==> config.mk <==
export PLATFORM = sky130hd
export DESIGN_NAME = crda_report_store
export DESIGN_NICKNAME = d
export VERILOG_FILES = /design/src/hw/rtl/crda_pkg.sv /design/src/hw/rtl/crda_report_store.sv
export SDC_FILE = /design/constraint.sdc
export NUM_CORES = 2
export LEC_CHECK = 0
export BUFFER_PORTS_ARGS = -buffer_cell sky130_fd_sc_hd__buf_2
export CORE_MARGIN = 2
export CORE_UTILIZATION = 57
export CTS_CLUSTER_SIZE = 30
export DETAILED_ROUTE_END_ITERATION = 6
export PLACE_DENSITY_LB_ADDON = 0.12
export SETUP_SLACK_MARGIN = 0.05
export SYNTH_ARGS = -nofsm -noshare
export SYNTH_HDL_FRONTEND = slang
export SYNTH_SLANG_ARGS = --single-unit
==> constraint.sdc <==
create_clock -name clock -period 3.8 [get_ports clock]
set_input_delay 0.19 -clock clock [delete_from_list [all_inputs] [get_ports clock]]
set_output_delay 0.19 -clock clock [all_outputs]
set_load 0.01 [all_outputs]
==> src/hw/rtl/crda_pkg.sv <==
// Shared types, constants and the report layout map of the counter delta accumulator.
package crda_pkg;

   localparam int REPORT_WORDS  = 64;
   localparam int ACC_COUNT     = 62;
   localparam int WORD_W        = 32;
   localparam int ACC_W         = 64;
   localparam int WIDE_W        = 40;
   localparam int ADDR_W        = $clog2(REPORT_WORDS);
   localparam int ACC_IDX_W     = $clog2(ACC_COUNT);

   localparam int FIRST_WORD    = 1;
   localparam int LO_OFFSET     = 2;
   localparam int TAIL_OFFSET   = 10;
   localparam int HI_BASE       = 40;
   localparam int WIDE_FIRST    = 2;
   localparam int WIDE_LAST     = 33;
   localparam int TAIL_FIRST    = 38;
   localparam int RESULTS_MIXED = 54;
   localparam int RESULTS_FLAT  = 62;

   localparam logic MODE_MIXED = 1'b0;
   localparam logic MODE_FLAT  = 1'b1;

   typedef logic [WORD_W-1:0]    word_type;
   typedef logic [ADDR_W-1:0]    word_addr_type;
   typedef logic [ACC_IDX_W-1:0] acc_idx_type;
   typedef logic [ACC_W-1:0]     acc_type;

   typedef struct packed {
      logic          en;
      word_addr_type lo_addr;
      word_addr_type hi_addr;
   } rd_req_type;

   typedef struct packed {
      logic          en;
      word_addr_type addr;
      word_type      data;
   } wr_req_type;

   typedef struct packed {
      word_type cur_lo;
      word_type cur_hi;
      word_type prev_lo;
      word_type prev_hi;
   } rd_data_type;

   typedef struct packed {
      word_addr_type lo_addr;
      word_addr_type hi_addr;
      logic          is_wide;
      logic [1:0]    byte_sel;
   } step_type;

   // Maps result number j of a sweep to the report words that feed it.
   function automatic step_type step_map(logic mode, acc_idx_type j);
      step_type    s;
      acc_idx_type i;
      i = j - ACC_IDX_W'(WIDE_FIRST);
      s.is_wide  = (mode == MODE_MIXED) && (j >= ACC_IDX_W'(WIDE_FIRST))
                   && (j <= ACC_IDX_W'(WIDE_LAST));
      s.hi_addr  = ADDR_W'(HI_BASE) + {3'b000, i[4:2]};
      s.byte_sel = i[1:0];
      if (j == '0) begin
         s.lo_addr = ADDR_W'(FIRST_WORD);
      end else if ((mode == MODE_MIXED) && (j >= ACC_IDX_W'(TAIL_FIRST))) begin
         s.lo_addr = ADDR_W'(j) + ADDR_W'(TAIL_OFFSET);
      end else begin
         s.lo_addr = ADDR_W'(j) + ADDR_W'(LO_OFFSET);
      end
      return s;
   endfunction

endpackage

==> src/hw/rtl/crda_report_store.sv <==
// Current and previous report memories with two registered read ports each.
module crda_report_store (
   input  logic                     clock,
   input  crda_pkg::wr_req_type     cur_wr,
   input  crda_pkg::wr_req_type     prev_wr,
   input  crda_pkg::rd_req_type     rd,
   output crda_pkg::rd_data_type    rd_data
);
   import crda_pkg::*;

   word_type    cur_mem_ff  [REPORT_WORDS];
   word_type    prev_mem_ff [REPORT_WORDS];
   rd_data_type rd_data_ff;

   always_ff @(posedge clock) begin
      if (cur_wr.en) begin
         cur_mem_ff[cur_wr.addr] <= cur_wr.data;
      end
      if (prev_wr.en) begin
         prev_mem_ff[prev_wr.addr] <= prev_wr.data;
      end
      if (rd.en) begin
         rd_data_ff.cur_lo  <= cur_mem_ff[rd.lo_addr];
         rd_data_ff.cur_hi  <= cur_mem_ff[rd.hi_addr];
         rd_data_ff.prev_lo <= prev_mem_ff[rd.lo_addr];
         rd_data_ff.prev_hi <= prev_mem_ff[rd.hi_addr];
      end
   end

   assign rd_data = rd_data_ff;

endmodule

==> flow_summary.json <==
{
  "crit_arrival_ns": 3.85,
  "antenna_found_initial": 40,
  "grt_pass1_vias": 112400,
  "wl_met2_mm": 305.1,
  "timing_worst_setup_path_type": "primary input to register",
  "async_flop_share_pct": 0,
  "worst_pin_slew_ns": 1.583,
  "relSlewSlack_pct": -6.318,
  "rsz0062_at_grt": "false",
  "reg2regPathDepth": 5,
  "p_leak_nw": 67.66,
  "clock_sink_count": 4224,
  "root_buffer": "clkbuf_16",
  "max-vdd-ir-drop_mv": 0.4524,
  "cts-resized-gates": 0,
  "die_area_um2": 337500,
  "min_period_ns": 3.015,
  "outcome": "finished with violations",
  "skew_ns": 0.05637,
  "netSwitchingPower_mw": 24.20,
  "p_int_mw": 80.15,
  "synth-seq-cells": 4224,
  "setup_viol": 0,
  "wl_met1_mm": 216.5,
  "max_freq_mhz": 331.7,
  "io_pins": 220,
  "grt_overflow_total": 0,
  "min_from": "cur_wr[8]",
  "path_clk_slew_ns": 0.06,
  "dpl_cell_area_um2": 201600,
  "dr.pass1.iters": 7,
  "design_area_um2": 216400,
  "synth_fp_nets": 9106,
  "power_frac_clock_pct": 41.3,
  "placed_cells": 13540,
  "tritoncts": "built",
  "postRouteAntennaNets": 0,
  "drcViolationCount": 1,
  "seq_power_share_pct": 50.0,
  "ys_seq_area_share_pct": 66.85,
  "hold_end": "cur_mem_ff[44][8]",
  "crit_path_start_kind": "primary input",
  "final_hold_viol_count": 0,
  "dr.max_layer_used": "met5",
  "grt_max_degree": 123,
  "worstReg2RegStart": "prev_mem_ff[11][9]",
  "die_h_um": 580.9,
  "slew_viol_final": 4,
  "synth-edff-count": 4224,
  "fp.dieW_um": 580.9,
  "yosys_warnings": 0,
  "cap_violations": 3,
  "final_core_util_pct": 65.42,
  "numCtsBuffers": 430,
  "clk_latency_ns": 1.02,
  "synthToLayoutAreaGrowth_pct": 14.07,
  "layout-drive-gt1-share_pct": 37.49,
  "wire_per_inst_um": 45.20,
  "coreArea_um2": 330800,
  "wl_met3_mm": 73.66,
  "fin_crit_sh_pct": 79.33,
  "switching_share_pct": 23.19,
  "crit_required_ns": 4.63,
  "cts_max_level": 5,
  "vias_per_cell": 7.769,
  "ys.flop_type": "edfxtp_1",
  "worst_r2r_endpoint": "rd_data[41]",
  "wl_mm": 653.2,
  "place_hpwl_mm": 389.2,
  "power_density_nw_per_um2": 482.2,
  "drtIter0Drc": 18100,
  "syn_area_per_cell_um2": 21.05,
  "hp-class": "primary input to register",
  "r2r_setup_slack_ns": 0.96,
  "p_comb_share_pct": 8.7,
  "synthCells": 9014,
  "clock_path_buffers": 4,
  "final_cells": 14450,
  "grt_pass1_wl_mm": 897.3,
  "port_buffers": 219,
  "nNetsFinal": 9759,
  "via_count": 112300,
  "num_rows": 211,
  "grt_use_total_pct": 38.75,
  "end_kind": "register",
  "synth_cell_types": 46,
  "hold_slack_ns": 0.04386,
  "path_max_fanout": 39,
  "start_util_pct": 57.36,
  "violations": "design-rule violations, max-capacitance violations, max-slew violations",
  "netlist_area_um2": 189700,
  "gp_congestion": 0.9011,
  "holdPathStages": 1
}
==> worst max-delay path by stage <==
stage	to	from	slack, ns	cells after the start
floorplan	prev_mem_ff[16][0]	prev_wr[35]	0.23	4
global placement	rd_data[26]	rd[3]	-0.11	7
detailed placement	rd_data[28]	rd[3]	0.01	7
CTS	rd_data[41]	prev_mem_ff[24][9]	1.01	5
global route	rd_data[41]	prev_mem_ff[11][9]	1.02	5
finish	rd_data[23]	rd[3]	0.79	7
==> cell families (layout without fill, tap and decap cells) <==
family	after synthesis	after routing	synth area share, %
buffers and inverters	747	1763	2.031
AO/OA/AOI/OAI	1256	1256	4.775
other	0	56	0
AND/OR/NAND/NOR	568	568	1.430
flip-flops	4224	4224	66.85
multiplexers	2219	2219	24.91
==> per-layer routing <==
metal  track usage (%)  vias to the layer above
met5                 0                        -
met4             28.71                       12
met3             7.372                     1891
met2             59.36                     9178
met1             50.15                    59570
li1                  -                    41630
==> worst max-delay path: stages <==
cell      delay (ns)
buf_4           0.35
buf_4           0.46
nand2b_2        0.20
buf_4           0.80
o21ai_0         0.23
nor3_1          1.23
o22a_1          0.22
==> state kept, by name, summed over array words and instances (netlist names) <==
signal,flops
prev_mem_ff,2048
rd_data,128
cur_mem_ff,2048
==> power by group through the flow <==
stage | clock, mW | combinational, mW | sequential, mW
global route | 45.0 | 9.23 | 52.2
detailed placement | 0 | 8.82 | 53.2
floorplan | 0 | 4.67 | 53.0
CTS | 43.3 | 8.90 | 52.2
finish | 43.1 | 9.03 | 52.2
global placement | 0 | 8.73 | 53.1
==> layout by cell type, fill, tap and decap left out, drive strengths merged, types with 45 or more instances in the layout <==
cell type    instances
edfxtp            4224
mux4              2001
buf                904
clkbuf             507
o22ai              426
nor2               257
mux2i              208
clkinv             198
a221oi             134
a22o               130
a21oi              125
a22oi               99
o221ai              95
o22a                84
nor3                75
dlygate4sd3         64
o21ai               59
diode               56
bufinv              55
a211oi              54
nor4                51
nor2b               45
==> Yosys cell counts (54+ instances only) <==
master	count	area share, %
nor3_1	75	0.20
edfxtp_1	4224	67
a211oi_1	54	0.21
a22o_1	130	0.60
o221ai_1	95	0.44
mux4_2	2001	24
buf_4	149	0.59
o22ai_1	426	1.4
o22a_1	84	0.39
buf_2	230	0.61
a21oi_1	125	0.33
clkbuf_1	297	0.59
a221oi_1	134	0.62
o21ai_0	59	0.16
nor2_1	257	0.51
a22oi_1	99	0.39
mux2i_1	208	1.1
==> repair_timing <==
action | 4_1_cts | 5_1_grt
hold buffers | 64 | 0
hold endpoints to repair | 2180 | 0
buffers inserted | 0 | 0
==> cell type report <==
type | instances | area [µm²]
Timing Repair Buffer | 968 | 9497
Tap cell | 4366 | 5463
Clock buffer | 507 | 11260
Sequential cell | 4224 | 126800
Multi-Input combinational cell | 4043 | 60390
Antenna cell | 56 | 140.1
Clock inverter | 288 | 2823
Fill cell | 21610 | 114400
==> through the flow <==
step / setup slack [ns] / TNS [ns] / power (mW)
global placement: -0.1062 / -0.1650 / 61.85
detailed placement: 0.01378 / 0 / 61.98
floorplan: 0.2328 / 0 / 57.65
CTS: 1.015 / 0 / 104.4
global route: 1.015 / 0 / 106.4
finish: 0.7854 / 0 / 104.3
No activity file was read; power rests on OpenSTA's default activity.
